**src/design/sc2a_pkg.sv**
```systemverilog
package sc2a_pkg;

   typedef logic [7:0] byte_type;

   typedef enum logic [1:0] {
      CSR_ARROW_UP    = 2'd0,
      CSR_ARROW_DOWN  = 2'd1,
      CSR_ARROW_LEFT  = 2'd2,
      CSR_ARROW_RIGHT = 2'd3
   } csr_index_type;

   // set-1 scan codes
   localparam byte_type SC_CAPS        = 8'h3A;
   localparam byte_type SC_NUM         = 8'h45;
   localparam byte_type SC_SCROLL      = 8'h46;
   localparam byte_type SC_LSHIFT      = 8'h2A;
   localparam byte_type SC_RSHIFT      = 8'h36;
   localparam byte_type SC_LSHIFT_BRK  = 8'hAA;
   localparam byte_type SC_RSHIFT_BRK  = 8'hB6;
   localparam byte_type SC_CTRL        = 8'h1D;
   localparam byte_type SC_CAPS_BRK    = 8'hBA;
   localparam byte_type SC_NUM_BRK     = 8'hC5;
   localparam byte_type SC_SCROLL_BRK  = 8'hC6;
   localparam byte_type SC_ARROW_UP    = 8'h48;
   localparam byte_type SC_ARROW_DOWN  = 8'h50;
   localparam byte_type SC_ARROW_LEFT  = 8'h4B;
   localparam byte_type SC_ARROW_RIGHT = 8'h4D;

   localparam byte_type ARROW_UP_RST    = 8'h80;
   localparam byte_type ARROW_DOWN_RST  = 8'h81;
   localparam byte_type ARROW_LEFT_RST  = 8'h82;
   localparam byte_type ARROW_RIGHT_RST = 8'h83;

   // layout tables, codes 0x00..0x3F
   localparam byte_type PLAIN_LO [64] = '{
      8'h00, 8'h1B, 8'h31, 8'h32, 8'h33, 8'h34, 8'h35, 8'h36,
      8'h37, 8'h38, 8'h39, 8'h30, 8'h27, 8'h00, 8'h08, 8'h09,
      8'h71, 8'h77, 8'h65, 8'h72, 8'h74, 8'h79, 8'h75, 8'h69,
      8'h6F, 8'h70, 8'h00, 8'h2B, 8'h0A, 8'h00, 8'h61, 8'h73,
      8'h64, 8'h66, 8'h67, 8'h68, 8'h6A, 8'h6B, 8'h6C, 8'h00,
      8'h7B, 8'h7D, 8'h00, 8'h3C, 8'h7A, 8'h78, 8'h63, 8'h76,
      8'h62, 8'h6E, 8'h6D, 8'h2C, 8'h2E, 8'h2D, 8'h00, 8'h2A,
      8'h00, 8'h20, 8'h00, 8'hB3, 8'h00, 8'h00, 8'h00, 8'h00
   };

   localparam byte_type SHIFT_LO [64] = '{
      8'h00, 8'h1B, 8'h21, 8'h22, 8'h23, 8'h24, 8'h25, 8'h26,
      8'h2F, 8'h28, 8'h29, 8'h3D, 8'h3F, 8'h00, 8'h08, 8'h00,
      8'h51, 8'h57, 8'h45, 8'h52, 8'h54, 8'h59, 8'h55, 8'h49,
      8'h4F, 8'h50, 8'h00, 8'h2A, 8'h0A, 8'h00, 8'h41, 8'h53,
      8'h44, 8'h46, 8'h47, 8'h48, 8'h4A, 8'h4B, 8'h4C, 8'h00,
      8'h5B, 8'h5D, 8'h00, 8'h3E, 8'h5A, 8'h58, 8'h43, 8'h56,
      8'h42, 8'h4E, 8'h4D, 8'h3B, 8'h3A, 8'h5F, 8'h00, 8'h00,
      8'h00, 8'h20, 8'h00, 8'hB3, 8'h00, 8'h00, 8'h00, 8'h00
   };

   localparam byte_type CAPS_LO [64] = '{
      8'h00, 8'h1B, 8'h31, 8'h32, 8'h33, 8'h34, 8'h35, 8'h36,
      8'h37, 8'h38, 8'h39, 8'h30, 8'h27, 8'h00, 8'h08, 8'h09,
      8'h51, 8'h57, 8'h45, 8'h52, 8'h54, 8'h59, 8'h55, 8'h49,
      8'h4F, 8'h50, 8'h00, 8'h2B, 8'h0A, 8'h00, 8'h41, 8'h53,
      8'h44, 8'h46, 8'h47, 8'h48, 8'h4A, 8'h4B, 8'h4C, 8'h00,
      8'h7B, 8'h7D, 8'h00, 8'h3C, 8'h5A, 8'h58, 8'h43, 8'h56,
      8'h42, 8'h4E, 8'h4D, 8'h2C, 8'h2E, 8'h2D, 8'h00, 8'h00,
      8'h00, 8'h20, 8'h00, 8'hB3, 8'h00, 8'h00, 8'h00, 8'h00
   };

   localparam byte_type SHIFT_CAPS_LO [64] = '{
      8'h00, 8'h1B, 8'h21, 8'h22, 8'h23, 8'h24, 8'h25, 8'h26,
      8'h2F, 8'h28, 8'h29, 8'h3D, 8'h3F, 8'h00, 8'h08, 8'h00,
      8'h71, 8'h77, 8'h65, 8'h72, 8'h74, 8'h79, 8'h75, 8'h69,
      8'h6F, 8'h70, 8'h00, 8'h2A, 8'h0A, 8'h00, 8'h61, 8'h73,
      8'h64, 8'h66, 8'h67, 8'h68, 8'h6A, 8'h6B, 8'h6C, 8'h00,
      8'h5B, 8'h5D, 8'h00, 8'h3E, 8'h7A, 8'h78, 8'h63, 8'h76,
      8'h62, 8'h6E, 8'h6D, 8'h3B, 8'h3A, 8'h5F, 8'h00, 8'h00,
      8'h00, 8'h20, 8'h00, 8'hB3, 8'h00, 8'h00, 8'h00, 8'h00
   };

   // codes 0x40..0x5F, same in every layout
   function automatic byte_type lower_char(input logic [4:0] idx);
      byte_type ch;
      case (idx)
         5'h08:   ch = 8'hC1;
         5'h0A:   ch = 8'h2D;
         5'h0B:   ch = 8'hB4;
         5'h0D:   ch = 8'hC3;
         5'h0E:   ch = 8'h2B;
         5'h10:   ch = 8'hC2;
         5'h12:   ch = 8'hDC;
         5'h13:   ch = 8'hB2;
         default: ch = 8'h00;
      endcase
      return ch;
   endfunction

   function automatic byte_type layout_char(input logic shift, input logic caps,
                                            input byte_type sc);
      byte_type ch;
      ch = 8'h00;
      if (sc[7:6] == 2'b00) begin
         case ({shift, caps})
            2'b00:   ch = PLAIN_LO[sc[5:0]];
            2'b01:   ch = CAPS_LO[sc[5:0]];
            2'b10:   ch = SHIFT_LO[sc[5:0]];
            default: ch = SHIFT_CAPS_LO[sc[5:0]];
         endcase
      end else if (sc[7:5] == 3'b010) begin
         ch = lower_char(sc[4:0]);
      end
      return ch;
   endfunction

   function automatic byte_type keypad_char(input byte_type sc);
      byte_type ch;
      case (sc)
         8'h35:   ch = 8'h2F;
         8'h47:   ch = 8'h37;
         8'h48:   ch = 8'h38;
         8'h49:   ch = 8'h39;
         8'h4A:   ch = 8'h2D;
         8'h4B:   ch = 8'h34;
         8'h4C:   ch = 8'h35;
         8'h4D:   ch = 8'h36;
         8'h4E:   ch = 8'h2B;
         8'h4F:   ch = 8'h31;
         8'h50:   ch = 8'h32;
         8'h51:   ch = 8'h33;
         8'h52:   ch = 8'h30;
         8'h53:   ch = 8'h2E;
         default: ch = 8'h00;
      endcase
      return ch;
   endfunction

endpackage

```
**src/design/scan_code_to_ascii_decoder_top.sv**
```systemverilog
// Channel  | Dir | Handshake             | Payload
// ---------+-----+-----------------------+---------------------------------------
// req      | in  | req_tvalid/req_tready | tdata[7:0] scan_code
// rsp      | out | rsp_tvalid/rsp_tready | tdata: char_valid, char_code, led_update,
//          |     |                       |        led_bits, zero pad to 16 bits
// csr      | in  | csr_valid/csr_ready   | csr_index[1:0], csr_data[7:0]
//
// One item per cycle sustained while rsp is not stalled; an accepted req reaches
// rsp_tvalid through the input register, then the result register. Lock/shift/control
// flags update when an item moves into the result register. Synchronous active-high
// reset clears the flags and both valid bits and loads the arrow registers with their
// defaults; req_tready and csr_ready are low during reset. A stalled rsp still lets
// one more item into the input register before req_tready drops.
module scan_code_to_ascii_decoder_top
   import sc2a_pkg::*;
(
   input  logic        clock,
   input  logic        reset,
   input  logic        req_tvalid,
   output logic        req_tready,
   input  logic [7:0]  req_tdata,   // [7:0] scan_code
   output logic        rsp_tvalid,
   input  logic        rsp_tready,
   output logic [15:0] rsp_tdata,   // [0] char_valid, [8:1] char_code, [9] led_update,
                                    // [12:10] led_bits, [15:13] zero
   input  logic        csr_valid,
   output logic        csr_ready,
   input  logic [1:0]  csr_index,
   input  logic [7:0]  csr_data
);

   logic     in_valid_ff, in_valid_in;
   byte_type in_code_ff;
   logic     out_valid_ff, out_valid_in;
   logic [12:0] out_data_ff, out_data_in;
   logic     out_ready, advance;

   logic caps_ff, caps_in, num_ff, num_in, scroll_ff, scroll_in;
   logic shift_ff, shift_in, ctrl_ff, ctrl_in;
   byte_type up_ff, down_ff, left_ff, right_ff;

   logic     modifier, led, valid;
   byte_type ch;

   assign out_ready  = !out_valid_ff || rsp_tready;
   assign advance    = in_valid_ff && out_ready;
   assign req_tready = !reset && (!in_valid_ff || out_ready);
   assign csr_ready  = !reset;
   assign rsp_tvalid = out_valid_ff;
   assign rsp_tdata  = {3'b000, out_data_ff};

   always_comb begin
      caps_in   = caps_ff;
      num_in    = num_ff;
      scroll_in = scroll_ff;
      shift_in  = shift_ff;
      ctrl_in   = ctrl_ff;
      modifier  = 1'b1;
      led       = 1'b0;
      valid     = 1'b0;
      ch        = 8'h00;
      case (in_code_ff)
         SC_CAPS: begin
            caps_in = !caps_ff;
            led     = 1'b1;
         end
         SC_NUM: begin
            num_in = !num_ff;
            led    = 1'b1;
         end
         SC_SCROLL:                   scroll_in = !scroll_ff;
         SC_LSHIFT, SC_RSHIFT:         shift_in  = 1'b1;
         SC_LSHIFT_BRK, SC_RSHIFT_BRK: shift_in  = 1'b0;
         SC_CTRL:                     ctrl_in   = 1'b1;
         SC_CAPS_BRK, SC_NUM_BRK, SC_SCROLL_BRK: ;
         default:                     modifier  = 1'b0;
      endcase

      if (!modifier) begin
         if (in_code_ff == SC_ARROW_UP) begin
            ch    = up_ff;
            valid = 1'b1;
         end else if (in_code_ff == SC_ARROW_DOWN) begin
            ch    = down_ff;
            valid = 1'b1;
         end else if (in_code_ff == SC_ARROW_LEFT) begin
            ch    = left_ff;
            valid = 1'b1;
         end else if (in_code_ff == SC_ARROW_RIGHT) begin
            ch    = right_ff;
            valid = 1'b1;
         end else if (ctrl_ff && num_ff &&
                      (in_code_ff inside {8'h35, [8'h47:8'h49], [8'h4B:8'h53]})) begin
            ch    = keypad_char(in_code_ff);
            valid = ch != 8'h00;
         end else if (layout_char(1'b0, 1'b0, in_code_ff) != 8'h00) begin
            // plain table gates all layouts
            ch    = layout_char(shift_ff, caps_ff, in_code_ff);
            valid = ch != 8'h00;
         end
      end
      if (!valid) begin
         ch = 8'h00;
      end

      out_data_in = {caps_in, num_in, scroll_in, led, ch, valid};
   end

   always_comb begin
      in_valid_in = in_valid_ff;
      if (req_tready) begin
         in_valid_in = req_tvalid;
      end
      out_valid_in = out_valid_ff;
      if (out_ready) begin
         out_valid_in = in_valid_ff;
      end
   end

   always_ff @(posedge clock) begin
      if (reset) begin
         in_valid_ff  <= 1'b0;
         out_valid_ff <= 1'b0;
         caps_ff      <= 1'b0;
         num_ff       <= 1'b0;
         scroll_ff    <= 1'b0;
         shift_ff     <= 1'b0;
         ctrl_ff      <= 1'b0;
         up_ff        <= ARROW_UP_RST;
         down_ff      <= ARROW_DOWN_RST;
         left_ff      <= ARROW_LEFT_RST;
         right_ff     <= ARROW_RIGHT_RST;
      end else begin
         in_valid_ff  <= in_valid_in;
         out_valid_ff <= out_valid_in;
         if (advance) begin
            caps_ff   <= caps_in;
            num_ff    <= num_in;
            scroll_ff <= scroll_in;
            shift_ff  <= shift_in;
            ctrl_ff   <= ctrl_in;
         end
         if (csr_valid && csr_ready) begin
            case (csr_index_type'(csr_index))
               CSR_ARROW_UP:    up_ff    <= csr_data;
               CSR_ARROW_DOWN:  down_ff  <= csr_data;
               CSR_ARROW_LEFT:  left_ff  <= csr_data;
               CSR_ARROW_RIGHT: right_ff <= csr_data;
               default: ;
            endcase
         end
      end
   end

   always_ff @(posedge clock) begin
      if (req_tvalid && req_tready) begin
         in_code_ff <= req_tdata;
      end
      if (advance) begin
         out_data_ff <= out_data_in;
      end
   end

   a_no_char_zero_code: assert property (@(posedge clock) disable iff (reset)
      out_valid_ff |-> (out_data_ff[0] || out_data_ff[8:1] == 8'h00))
      else $error("char_code nonzero without char_valid");

   a_ctrl_sticky: assert property (@(posedge clock) disable iff (reset)
      ctrl_ff |=> ctrl_ff)
      else $error("control latch cleared");

   a_stall_only_full: assert property (@(posedge clock) disable iff (reset)
      !req_tready |-> (in_valid_ff && out_valid_ff))
      else $error("req stalled with room in the pipe");

   a_scroll_toggle: assert property (@(posedge clock) disable iff (reset)
      (advance && in_code_ff == SC_SCROLL) |=> (scroll_ff != $past(scroll_ff)))
      else $error("scroll lock did not toggle");

   a_led_flags: assert property (@(posedge clock) disable iff (reset)
      advance |=> (out_data_ff[12:10] == {caps_ff, num_ff, scroll_ff}))
      else $error("led_bits differ from lock flags");

endmodule
```
**config.mk**
```make
export PLATFORM = sky130hd
export DESIGN_NAME = scan_code_to_ascii_decoder_top
export DESIGN_NICKNAME = d
export VERILOG_FILES = /design/src/design/sc2a_pkg.sv /design/src/design/scan_code_to_ascii_decoder_top.sv
export SDC_FILE = /design/constraint.sdc
export NUM_CORES = 1
export LEC_CHECK = 0
export ABC_AREA = 0
export BUFFER_PORTS_ARGS = -buffer_cell sky130_fd_sc_hd__buf_2
export CAP_MARGIN = 20
export CORE_UTILIZATION = 45
export DETAILED_ROUTE_END_ITERATION = 7
export HOLD_SLACK_MARGIN = 0.15
export PLACE_DENSITY = 0.73
export SYNTH_ARGS = -nofsm -noshare
export SYNTH_HDL_FRONTEND = slang
export SYNTH_SLANG_ARGS = --single-unit
```
**constraint.sdc**
```tcl
create_clock -name clock -period 4.5 [get_ports clock]
set_clock_uncertainty 0.2 [all_clocks]
set_input_delay 0.9 -clock clock [delete_from_list [all_inputs] [get_ports clock]]
set_output_delay 0.9 -clock clock [all_outputs]
set_load 0.005 [all_outputs]
```
Word-level counts from Yosys, hierarchy flattened
Memories as Yosys holds them, arrays and structs flattened. A register that Yosys moved wholly into a read port is not among the register bits.
Cells that the tools add are included.
{"block": "word_totals", "register_bits": 60, "latchBits": 0, "mem_bits_rw": 0, "rom_bits": 2560, "inputBits": 23, "out_inout_bits": 19, "wordCells": 147, "n_memories": 6}
{"block": "op_classes", "addsub": 0, "mul": 0, "div": 0, "n_lt_le_gt_ge": 5, "eq_ne": 31, "shift": 0, "mux": 54, "bitwise_logic": 2, "reduce_logical": 35}
{"name": "(name not given)", "words": 64, "word_bits": 8, "read_ports": 1, "rd_ports_with_merged_regs": 0, "wr": 0, "line": "sc2a_pkg.sv:105", "source": "default: ch = SHIFT_CAPS_LO[sc[5:0]];"}
{"name": "(name not given)", "words": 64, "word_bits": 8, "read_ports": 1, "rd_ports_with_merged_regs": 0, "wr": 0, "line": "sc2a_pkg.sv:104", "source": "2'b10: ch = SHIFT_LO[sc[5:0]];"}
{"name": "(name not given)", "words": 64, "word_bits": 8, "read_ports": 1, "rd_ports_with_merged_regs": 0, "wr": 0, "line": "sc2a_pkg.sv:103", "source": "2'b01: ch = CAPS_LO[sc[5:0]];"}
{"name": "(name not given)", "words": 64, "word_bits": 8, "read_ports": 1, "rd_ports_with_merged_regs": 0, "wr": 0, "line": "sc2a_pkg.sv:102", "source": "2'b00: ch = PLAIN_LO[sc[5:0]];"}
{"name": "(name not given)", "words": 32, "word_bits": 8, "read_ports": 1, "rd_ports_with_merged_regs": 1, "wr": 0, "line": "sc2a_pkg.sv:82", "source": "case (idx)"}
{"name": "(name not given)", "words": 32, "word_bits": 8, "read_ports": 1, "rd_ports_with_merged_regs": 1, "wr": 0, "line": "sc2a_pkg.sv:82"}
{"cell": "$mux 8", "n": 37}
{"cell": "$eq 8x7->1 const B", "n": 15}
{"cell": "$pmux 6 s10", "n": 1}
{"cell": "$eq 8x8->1 const B", "n": 5}
{"cell": "$eq 8x6->1 const B", "n": 4}
{"cell": "$pmux 8 s3", "n": 1}
{"cell": "$reduce_bool 8->1", "n": 3}
{"cell": "$ge 8x7->1 const B", "n": 2}
{"cell": "$le 8x7->1 const B", "n": 2}
{"cell": "$mux 1", "n": 12}
{"cell": "$reduce_and 2->1", "n": 6}
{"cell": "$reduce_or 11->1", "n": 1}
{"cell": "$mux 5", "n": 2}
{"cell": "$eq 8x5->1 const B", "n": 1}
{"cell": "$logic_and 1x1->1", "n": 8}
{"cell": "$reduce_or 2->1", "n": 4}
{"cell": "$ge 7x7->1 const B", "n": 1}
{"cell": "$not 6->7", "n": 1}
{"cell": "$eq 2x2->1 const B", "n": 3}
{"cell": "$logic_not 1->1", "n": 6}
{"cell": "$logic_not 2->1", "n": 3}
{"cell": "$eq 2x1->1 const B", "n": 2}
{"cell": "$eq 3x2->1 const B", "n": 1}
{"cell": "$reduce_bool 3->1", "n": 1}
{"cell": "other kinds (4)", "n": 5}

Longest topological paths before layout
Gate-level depths: netlist of run 1.
{"block": "depth", "depth_word": 29, "depth_mapped": 12, "ltp_nobuf": 11}

Least setup slack after synthesis of run 1
No wires, ideal clock.
{"block": "synth_path", "path_kind": "flip-flop to flip-flop", "from": "reg in_code_ff[1]", "to": "reg out_data_ff[2], data pin", "setup_time_ns": 0.261, "arrival_time_ns": 2.925, "t_required_ns": 4.039, "slack_ns": 1.114, "path_stages_with_launch": 13, "n_path_buf": 2, "period_less_slack_ns": 3.386, "path_cell_list": "edfxtp_1 clkbuf_1 inv_1 ha_1 clkbuf_1 or3_1 o21ai_0 o21ai_0 or3_1 a32o_1 o31a_1 o2111ai_1 a21oi_1"}
{"block": "synth_between", "elab_chain_len": 23, "word_cells_on_any_way": 89, "classes_between": "4 x order compare; 25 x eq/ne; 45 x mux; 2 x bitwise; 9 x reduce/logical; 4 x memory"}
{"item": "start: declaration", "line": "scan_code_to_ascii_decoder_top.sv:33", "source": "byte_type in_code_ff;"}
{"item": "start signal: assignment", "line": "scan_code_to_ascii_decoder_top.sv:157", "source": "in_code_ff <= req_tdata;"}
{"item": "$not 6->7 (implied by the code)"}
{"item": "$mem_v2 64x8, on equally long branches"}
{"item": "$mux 8, on equally long branches (2 in a row)"}
{"item": "$pmux 8 s3", "line": "sc2a_pkg.sv:101", "source": "case ({shift, caps})"}
{"item": "$mux 8", "line": "sc2a_pkg.sv:100", "source": "if (sc[7:6] == 2'b00) begin"}
{"item": "$mux 8", "line": "scan_code_to_ascii_decoder_top.sv:96", "source": "end else if (layout_char(1'b0, 1'b0, in_code_ff) != 8'h00) begin"}
{"item": "$mux 8", "line": "scan_code_to_ascii_decoder_top.sv:92", "source": "end else if (ctrl_ff && num_ff &&"}
{"item": "$mux 8", "line": "scan_code_to_ascii_decoder_top.sv:89", "source": "end else if (in_code_ff == SC_ARROW_RIGHT) begin"}
{"item": "[6 not listed]"}
{"item": "$mux 1", "line": "scan_code_to_ascii_decoder_top.sv:92"}
{"item": "$mux 1", "line": "scan_code_to_ascii_decoder_top.sv:89"}
{"item": "$mux 1", "line": "scan_code_to_ascii_decoder_top.sv:86", "source": "end else if (in_code_ff == SC_ARROW_LEFT) begin"}
{"item": "$mux 1", "line": "scan_code_to_ascii_decoder_top.sv:83", "source": "end else if (in_code_ff == SC_ARROW_DOWN) begin"}
{"item": "$mux 1", "line": "scan_code_to_ascii_decoder_top.sv:80", "source": "if (in_code_ff == SC_ARROW_UP) begin"}
{"item": "$mux 1", "line": "scan_code_to_ascii_decoder_top.sv:79", "source": "if (!modifier) begin"}
{"item": "$not 1->1 (no source line)"}
{"item": "$reduce_or 2->1 (no source line)"}
{"item": "end signal: assignment", "line": "scan_code_to_ascii_decoder_top.sv:160", "source": "out_data_ff <= out_data_in;"}
{"item": "end: declaration", "line": "scan_code_to_ascii_decoder_top.sv:35", "source": "logic [12:0] out_data_ff, out_data_in;"}
Several ways; a longest one is shown, not always the timed one. The select of a mux whose other input is x is not followed.
A chain may end at the register's enable or synchronous reset.

Worst setup path in the final report of run 1
{"block": "layout_path", "from": "reg in_code_ff[0]", "to": "reg out_data_ff[2], data pin"}
Same word-level chain as after synthesis.

==> results of run 1 <==
-- synth_stat cells (14+ instances only) --
cell / instances
nor2_1: 52
inv_1: 16
clkbuf_1: 22
nor3_1: 15
mux2i_1: 14
nand2_1: 96
o21ai_0: 37
buf_2: 14
dfxtp_1: 47
ha_1: 14
nand3_1: 16
edfxtp_1: 21
nand2b_1: 20
nor2b_1: 18
a21oi_1: 69
-- worst max-delay path, delay by kind of cell, from the launching register on --
kind            cells  cell delay, ps
buf+inv             1             250
simple gates        2             760
fa+ha+maj           1             510
flops               1             640
compound gates      6            1000
-- kinds of logic (layout without fill, tap and decap cells) --
| family | Yosys count | after routing | share of synthesized area (%) |
|---|---|---|---|
| and+or+nand+nor | 264 | 264 | 26.26 |
| AOI/OAI and AO/OA | 209 | 209 | 27.65 |
| DFF | 68 | 68 | 31.72 |
| buffers and inverters | 66 | 92 | 6.414 |
| muxes | 15 | 15 | 3.283 |
| adders and majority gates | 14 | 14 | 3.535 |
| xor gates and xnor gates | 6 | 6 | 1.061 |
| other | 1 | 3 | 0.07568 |
-- final cells by class --
cell class,count,area (um^2),share of cell area (%)
Multi-Input combinational cell,511,3073,56.98
Sequential cell,68,1572,29.14
Timing Repair Buffer,57,332.8,6.172
Tap cell,136,170.2,3.155
Clock buffer,9,123.9,2.297
Inverter,19,71.32,1.323
Clock inverter,7,50.05,0.9281
-- metal layers --
layer | wire, um | up-vias | track usage (%)
met2 | 7193 | 344 | 44.52
met3 | 1839 | 43 | 5.289
met4 | 441 | 0 | 9.883
met1 | 6870 | 2459 | 41.23
met5 | 0 | - | 0
li1 | - | 2401 | -
-- stage by stage --
step           util [%]  instances  setup slack [ps]  instance area, um^2  hold WS, ps
2_1_floorplan         -        645              1114                 4962        233.2
3_3_place_gp      49.66        791              1013                 5219        244.2
3_5_place_dp      49.66        791             815.7                 5219        249.6
4_1_cts           51.32        807             937.4                 5393        261.4
5_1_grt           51.32        807             661.8                 5393        288.4
6_report          51.32        807             889.2                 5393        260.0
-- worst paths after layout --
path | start | slack (ps) | depth (start not counted) | end
worst max register to register | in_code_ff[0] | 890 | 10 | out_data_ff[2]
worst min register to register | up_ff[4] | 260 | 2 | up_ff[4]
worst min-delay path | up_ff[4] | 260 | 2 | up_ff[4]
worst max-delay path | in_code_ff[0] | 890 | 10 | out_data_ff[2]
-- power groups by stage --
stage	sequential [W]	combinational (W)	clock [W]
2_1_floorplan	0.000680	0.000161	0
3_3_place_gp	0.000690	0.000224	0
3_5_place_dp	0.000690	0.000226	0
4_1_cts	0.000676	0.000227	0.000474
5_1_grt	0.000679	0.000252	0.000503
6_report	0.000677	0.000233	0.000471
==> results.tsv, run 1 <==
stage	metric	value	unit
worst_setup_path	CP Data Required Time	4400	ps
final_layout	most frequent cells in the layout	96 x nand2_1, 69 x a21oi_1, 52 x nor2_1, 47 x dfxtp_1, 38 x buf_2	
worst_setup_path	Crit path arrival time	3520	ps
clock_tree	Post-CTS Repair Setup Buffers	0	
synth	Synth Flop Type	dfxtp_1	
worst_setup_path	critical path endpoint category	register	
power	Tot Pwr	0.001381	W
placement	IO buf count	38	
synth	Post-Synthesis Cells	643	
clock_tree	clk root buf	clkbuf_8	
route	drt initial violations	722	
floorplanning	Top Ports	42	
clock_tree	CTS tree	done	
route	drt drc	0	
sta	RSZ-0062 raised after global routing	false	
worst_setup_path	crit path cell chain	inv_1 > ha_1 > or3_1 > o21ai_0 > o21ai_0 > or3_1 > a32o_1 > o31a_1 > o2111ai_1 > a21oi_1	
power	Switching Share	31.78	%
route	drt total wl	16340	um
placement	detailed-placement wirelength estimate	12020	um
sta	Tcrit/Tclk final	80.24	%
synth	Mapped Avg Cell Area	7.706	um^2
final_layout	Antenna Cells	0	
clock_tree	H-tree depth	3	
grt	initial antenna violation count	0	
route	router iterations before antenna repair	6	
clock_tree	CTS buffer count	9	
sta	max-slew violation count	0	
synth	Yosys top cell area share	18.99	%
grt	GRT Overall Usage	29.17	%
power	Psw	0.0004388	W
synth	Yosys reg bits	68	
worst_setup_path	slowest CP cell	edfxtp_1	
run_status	status	complete, no violations	
floorplanning	Die Wd	106.9	um
final_layout	area grow syn2layout	8.838	%
power	clock share of power	34.1	%
route	Antenna Violating Nets Remaining	0	
power	pwr/cell area	256.0	mW/mm^2
final_layout	leading cell type in the layout, fill and taps excluded	nand2_1	
clock_tree	Clock transition at path regs	80	ps
job	Max-Cap Viols	0	
route	via count	5247	
clock_tree	Longest Clk Path Bufs	2	
clock_tree	Clock Sinks	68	
final_layout	share of cells above drive strength 1	12.52	%
synth	synth warn	0	
worst_setup_path	CP Class	register to register	
clock_tree	Resized Gates After CTS	0	
synth	number of synthesized flops with an enable pin	21	
synth	sequential area share after synthesis	31.72	%
power	Seq pwr share	49.0	%
route	via/cell ratio	6.502	
sta	Slew @ Worst Pin	1014	ps
placement	Final Wtd Congestion	1.022	
floorplanning	Std-Cell Rows	37	
synth	Post-Syn Area	0.004955	mm^2
worst_hold_path	Hold WC Path Type	register to register	
power	Cell Int Power	0.0009419	W
grt	first-pass GRT wire length	25720	um
grt	vias in the first global route	4703	
worst_setup_path	worst-path maximum fanout	15	
synth	top post-synthesis cells by area	dfxtp_1 19%, edfxtp_1 13%, nand2_1 7.3%, a21oi_1 7.0%, nor2_1 3.9%	
clock_tree	clk_lat worst skew	360	ps
sta	Worst slew margin	32.14	%
grt	largest net degree at the start of global routing	51	
sta	Tmin final	3611	ps
grt	GR Overflow Total	0	
final_layout	Nets	703	
floorplanning	die area	0.01143	mm^2
final_layout	FILL cells	1036	
sta	Hold Fails Final Rpt	0	
power	peak supply drop	0.2024	mV
synth	Distinct cells, synth	73	
route	WL/cell	20.25	um
clock_tree	CTS hold repair buffers	0	
floorplanning	die height	106.9	um
floorplanning	core area	0.01051	mm^2
worst_setup_path	critical path startpoint category	register	
sta	Setup TNS	0	ps
power	Pleak	2.019	nW
synth	Synth area leader	dfxtp_1	
sta	FMAX	0.2769	GHz
worst_setup_path	slowest stage delay, CP	640	ps
synth	async set-or-reset flop fraction in the synthesized netlist	0	%
power	combinational group share of total power	16.9	%
sta	# setup viols final	0	
floorplanning	Initial Utilization	47.15	%
No activity file was read; power rests on OpenSTA's default activity.
==> inputs of run 2 (changes only) <==
Settings changed: PLACE_DENSITY 0.73 to 0.75.
Clock period 4.5 ns to 3.1 ns, I/O delays scaled along.
==> results.tsv, run 2 (same netlist as run 1, synthesis figures left out) <==
stage	metric	value	unit	change
run_status	status	complete, no violations		
job	Max-Cap Viols	0		unchanged
floorplanning	die height	106.9	um	unchanged
sta	final worst setup slack	46.02	ps	-843.2 ps
final_layout	Antenna Cells	0		unchanged
route	drt total wl	18000	um	+10%
final_layout	most frequent cells in the layout	96 x nand2_1, 88 x buf_4, 69 x a21oi_1, 52 x nor2_1, 47 x dfxtp_1		
placement	setup slack at placement	-38.41	ps	-854.2 ps
power	Switching Share	29.45	%	-2.3 points
worst_hold_path	Min-Delay Endpoint	in_code_ff[6]		
sta	FMAX	0.3274	GHz	+18%
clock_tree	Clock Sinks	68		unchanged
worst_setup_path	worst reg2reg path endpoint	out_data_ff[5]		
final_layout	design area	0.006127	mm^2	+14%
worst_setup_path	crit path cell chain	buf_6 > inv_8 > ha_1 > buf_4 > o22a_1 > nor2_1 > o32ai_1 > a32oi_1 > o21ba_1 > or4_1 > a21oi_1		
power	Cell Int Power	0.001515	W	+61%
worst_hold_path	hold wc startpoint	req_tdata[6]		
worst_hold_path	hold depth	1		-1
power	Tot Pwr	0.002148	W	+56%
sta	RSZ-0062 raised after global routing	true		
placement	dpl cell area	0.005744	mm^2	+10%
grt	vias in the first global route	5191		+10%
worst_setup_path	worst setup path startpoint	in_code_ff[1]		
placement	detailed-placement wirelength estimate	13840	um	+15%
grt	first-pass GRT wire length	28210	um	+9.7%
worst_setup_path	slowest CP cell	edfxtp_1		
clock_tree	clk_lat worst skew	360	ps	about the same
power	pwr/cell area	350.6	mW/mm^2	+37%
clock_tree	CTS hold repair buffers	0		unchanged
power	Psw	0.0006325	W	+44%
route	router iterations before antenna repair	5		-1
worst_setup_path	CP Class	register to register		
route	drt initial violations	710		-1.7%
grt	initial antenna violation count	0		unchanged
sta	max-slew violation count	0		unchanged
sta	Worst slew margin	42.90	%	+11 points
sta	Slew @ Worst Pin	850.0	ps	-164.2 ps
final_layout	final core utilization	58.30	%	+7.0 points
worst_hold_path	Hold WC Path Type	input port to register		
floorplanning	Std-Cell Rows	37		unchanged
sta	Tmin final	3054	ps	-556.8 ps
final_layout	FILL cells	969		-6.5%
sta	Tcrit/Tclk final	98.52	%	+18 points
clock_tree	CTS tree	done		
grt	GR Overflow Total	0		unchanged
floorplanning	Die Wd	106.9	um	unchanged
worst_setup_path	critical path startpoint category	register		
clock_tree	Longest Clk Path Bufs	2		unchanged
worst_setup_path	Worst R2R Setup Slack	50	ps	-840 ps
sta	# setup viols final	0		unchanged
floorplanning	Top Ports	42		unchanged
sta	Setup TNS	0	ps	unchanged
worst_setup_path	Worst Reg-to-Reg Cells	11		+1
worst_setup_path	Crit path arrival time	3060	ps	-460 ps
grt	largest net degree at the start of global routing	53		+3.9%
worst_setup_path	worst-path maximum fanout	7		-8
clock_tree	CTS buffer count	9		unchanged
power	Pleak	2.420	nW	+20%
route	drt drc	0		unchanged
worst_setup_path	critical path endpoint category	register		
route	via/cell ratio	6.347		-2.4%
final_layout	Nets	775		+10%
final_layout	share of cells above drive strength 1	23.69	%	+11 points
power	clock share of power	34.8	%	+0.7 points
power	combinational group share of total power	19.7	%	+2.8 points
final_layout	area grow syn2layout	23.66	%	
worst_setup_path	CP Data Required Time	3100	ps	-1300 ps
worst_setup_path	slowest stage delay, CP	460	ps	-180 ps
placement	Final Wtd Congestion	0.9861		-3.5%
clock_tree	clk root buf	clkbuf_8		
power	Seq pwr share	45.6	%	-3.4 points
route	via count	5579		+6.3%
worst_setup_path	reg2reg start	in_code_ff[1]		
power	peak supply drop	0.2476	mV	+22%
placement	IO buf count	38		unchanged
route	Antenna Violating Nets Remaining	0		unchanged
clock_tree	H-tree depth	3		unchanged
floorplanning	die area	0.01143	mm^2	unchanged
floorplanning	Initial Utilization	47.15	%	unchanged
grt	GRT Overall Usage	32.27	%	+3.1 points
clock_tree	Clock transition at path regs	80	ps	about the same
route	WL/cell	20.48	um	+1.1%
sta	Hold Fails Final Rpt	0		unchanged
final_layout	leading cell type in the layout, fill and taps excluded	nand2_1		
floorplanning	core area	0.01051	mm^2	unchanged
[run 2: final cells by class]
class	instances	area (um^2)	share of cell area [%]
multi-input cells	511	3193	52.11
repair buffers	129	902.1	14.72
clock inverters	5	37.54	0.6126
flip-flops and latches	68	1572	25.65
clock buffers	11	173.9	2.838
well taps	136	170.2	2.777
inverters	19	78.83	1.287
[run 2: metrics by stage]
step	cells	hold slack, ps
floorplan	645	233.2
global placement	855	246.1
detailed placement	855	254.8
CTS	873	221.9
global route	879	222.4
finish	879	234.9
[run 2: what timing repair did]
action | in CTS | in global routing
pin swaps | 0 | 6
resized for setup | 0 | 24
buffers inserted | 2 | 6
setup endpoints to repair | 4 | 7
[run 2: power groups by stage]
stage	logic [W]	clock network [W]	registers, W
2_1_floorplan	0.000240	0	0.000988
3_3_place_gp	0.000390	0	0.000997
3_5_place_dp	0.000391	0	0.000999
4_1_cts	0.000394	0.000759	0.000977
5_1_grt	0.000455	0.000790	0.000982
6_report	0.000422	0.000746	0.000979
[run 2: worst max path at each step]
stage | to | slack, ps | depth (start not counted)
5_1_grt | out_data_ff[2] | -30 | 12
4_1_cts | out_data_ff[0] | 9 | 11
6_report | out_data_ff[5] | 50 | 11
2_1_floorplan | out_data_ff[2] | 40 | 12
3_5_place_dp | out_data_ff[4] | -40 | 9
3_3_place_gp | out_data_ff[0] | -50 | 10
[run 2: critical path, delay by kind of cell, from the launching register on]
family | cells | cell delay (ps)
fa+ha+maj | 1 | 260
flops | 1 | 460
compound gates | 5 | 1060
buf+inv | 3 | 410
simple gates | 2 | 500
[run 2: routing by layer]
metal,track usage (%),vias to the layer above,wire length (um)
li1,-,2534,-
met1,45.96,2645,7977
met2,49.08,361,7883
met3,6.079,39,1747
met4,9.980,0,394
met5,0,-,0
==> inputs of run 3 (changes only) <==
Settings changed: CAP_MARGIN 20 to not set, MAX_ROUTING_LAYER set to met4.
==> results.tsv, run 3 (same netlist as run 1, synthesis figures left out) <==
stage	metric	value	unit	change
route	drt total wl	17050	um	-5.3%
final_layout	FILL cells	933		-3.7%
floorplanning	die area	0.01143	mm^2	unchanged
grt	met2 Use GR	45.99	%	-3.1 points
worst_setup_path	Worst R2R Setup Slack	70	ps	+30 ps
grt	met1 Resource Use GR	41.40	%	-4.6 points
job	Max-Cap Viols	0		unchanged
clock_tree	H-tree depth	3		unchanged
floorplanning	die height	106.9	um	unchanged
worst_setup_path	worst reg2reg path endpoint	out_data_ff[0]		
placement	IO buf count	38		unchanged
grt	GR Overflow Total	0		unchanged
power	Seq pwr share	45.9	%	+0.3 points
grt	GRT Overall Usage	31.24	%	-1.0 points
placement	placed insts	834		-2.5%
worst_setup_path	reg2reg start	in_code_ff[3]		
worst_setup_path	number of cells on the critical path	10		-1
clock_tree	Clock transition at path regs	80	ps	about the same
worst_setup_path	crit path buf inv count	2		-1
floorplanning	Initial Utilization	47.15	%	unchanged
route	via count	5423		-2.8%
power	peak supply drop	0.3200	mV	+29%
clock_tree	CTS tree	done		
worst_setup_path	Crit path arrival time	2920	ps	-140 ps
route	drt initial violations	670		-5.6%
final_layout	fin cells	853		-3.0%
power	Pleak	2.285	nW	-5.6%
final_layout	area grow syn2layout	18.61	%	
power	Tot Pwr	0.002129	W	-0.89%
power	combinational group share of total power	18.6	%	-1.1 points
worst_setup_path	CP Class	register to register		
worst_setup_path	CP Data Required Time	3000	ps	-100 ps
route	via/cell ratio	6.358		+0.17%
worst_setup_path	slowest stage delay, CP	420	ps	-40 ps
sta	Tcrit/Tclk final	97.62	%	-0.90 points
sta	Min Hold Slack	242.6	ps	+7.735 ps
floorplanning	Top Ports	42		unchanged
floorplanning	Std-Cell Rows	37		unchanged
clock_tree	clk root buf	clkbuf_8		
grt	M3 GR Usage	7.781	%	+1.7 points
worst_setup_path	CP delay by family, top	compound AO/OA/AOI/OAI gates		
worst_setup_path	crit path cell chain	buf_12 > buf_4 > nor2b_1 > a211oi_1 > a311oi_1 > nor4_1 > a221oi_1 > o2111ai_1 > nor4_2 > nor2_1		
placement	setup slack at placement	-35.97	ps	+2.435 ps
clock_tree	Clock Sinks	68		unchanged
floorplanning	Die Wd	106.9	um	unchanged
floorplanning	core area	0.01051	mm^2	unchanged
sta	Worst slew margin	47.19	%	+4.3 points
power	pwr/cell area	362.2	mW/mm^2	+3.3%
power	Psw	0.0006290	W	-0.56%
worst_setup_path	CP Capture Point	out_data_ff[0]		
route	router iterations before antenna repair	6		+1
worst_setup_path	worst-path maximum fanout	33		+26
placement	detailed-placement wirelength estimate	12980	um	-6.2%
worst_setup_path	critical path startpoint category	register		
worst_hold_path	Hold WC Path Type	input port to register		
sta	max-slew violation count	0		unchanged
worst_setup_path	slowest CP cell	edfxtp_1		
sta	Setup TNS	0	ps	unchanged
worst_setup_path	worst setup path startpoint	in_code_ff[3]		
grt	GR peak layer	met2		
sta	Hold Fails Final Rpt	0		unchanged
power	clock share of power	35.5	%	+0.7 points
sta	RSZ-0062 raised after global routing	true		
sta	Slew @ Worst Pin	786.1	ps	-63.87 ps
power	Cell Int Power	0.001500	W	-1.0%
worst_setup_path	critical path endpoint category	register		
run_status	status	complete, no violations		
route	drt drc	0		unchanged
placement	Final Wtd Congestion	1.059		+7.4%
final_layout	most frequent cells in the layout	96 x nand2_1, 69 x a21oi_1, 62 x buf_4, 52 x nor2_1, 47 x dfxtp_1		
clock_tree	CTS buffer count	9		unchanged
clock_tree	CTS hold repair buffers	0		unchanged
grt	initial antenna violation count	0		unchanged
sta	Tmin final	3026	ps	-27.91 ps
grt	vias in the first global route	5026		-3.2%
final_layout	Antenna Cells	0		unchanged
route	Antenna Violating Nets Remaining	0		unchanged
sta	FMAX	0.3305	GHz	+0.92%
clock_tree	clk_lat worst skew	350	ps	about the same
sta	# setup viols final	0		unchanged
final_layout	leading cell type in the layout, fill and taps excluded	nand2_1		
final_layout	share of cells above drive strength 1	19.53	%	-4.2 points
clock_tree	Longest Clk Path Bufs	2		unchanged
route	WL/cell	19.99	um	-2.4%
power	Switching Share	29.55	%	+0.098 points
grt	largest net degree at the start of global routing	34		-36%
sta	final worst setup slack	73.93	ps	+27.91 ps
final_layout	Nets	749		-3.4%
grt	first-pass GRT wire length	26980	um	-4.4%
worst_setup_path	Worst Reg-to-Reg Cells	10		-1
## run 3: cell count changes in the layout (fill, tap and decap cells not counted), sizes merged
| cell | delta |
|---|---|
| buf | -26 |
## run 3: per-stage QoR
step,util [%],area (um^2)
3_3_place_gp,53.28,5599
5_1_grt,55.92,5877
4_1_cts,55.44,5826
3_5_place_dp,53.28,5599
6_report,55.92,5877
2_1_floorplan,-,5012
## run 3: worst reg2reg max path: cells and delay by family (launching register included)
family	cells	cell delay, ps
compound gates	4	1020
simple gates	4	760
flops	1	420
buf+inv	2	380
## run 3: worst min path at each step
stage	start	to	slack, ps	cells after the start
after detailed placement	up_ff[1]	up_ff[1]	250	2
final	req_tdata[5]	in_code_ff[5]	240	1
after floorplan	up_ff[4]	up_ff[4]	230	2
after CTS	req_tdata[6]	in_code_ff[6]	230	1
after global routing	req_tdata[7]	in_code_ff[7]	230	1
after global placement	up_ff[4]	up_ff[4]	250	2
## run 3: power groups by stage
stage / logic, W / clock network [W] / registers [W]
floorplan: 0.000240 / 0 / 0.000988
global route: 0.000426 / 0.000795 / 0.000981
CTS: 0.000378 / 0.000761 / 0.000977
detailed placement: 0.000374 / 0 / 0.000998
finish: 0.000396 / 0.000755 / 0.000978
global placement: 0.000372 / 0 / 0.000997
## run 3: area by class of cell
| type | instances | area (um^2) | share of cell area [%] |
|---|---|---|---|
| inverter | 19 | 78.83 | 1.341 |
| timing repair buffer | 103 | 715.7 | 12.18 |
| tap | 136 | 170.2 | 2.895 |
| clock buffer | 11 | 173.9 | 2.959 |
| sequential | 68 | 1572 | 26.74 |
| multi-input combinational | 511 | 3129 | 53.25 |
| clock inverter | 5 | 37.54 | 0.6387 |
## run 3: layer usage
layer / part of all wire (%) / vias up
li1: - / 2482
met1: 42 / 2532
met2: 44 / 363
met3: 11 / 46
met4: 2.9 / 0
met5: 0 / -
## run 3: repair_timing
action                                  in CTS  in global routing
pin swaps                                    0                  4
buffers inserted                             2                  1
endpoints found under the setup margin       3                  6
gates resized for setup                      0                 10
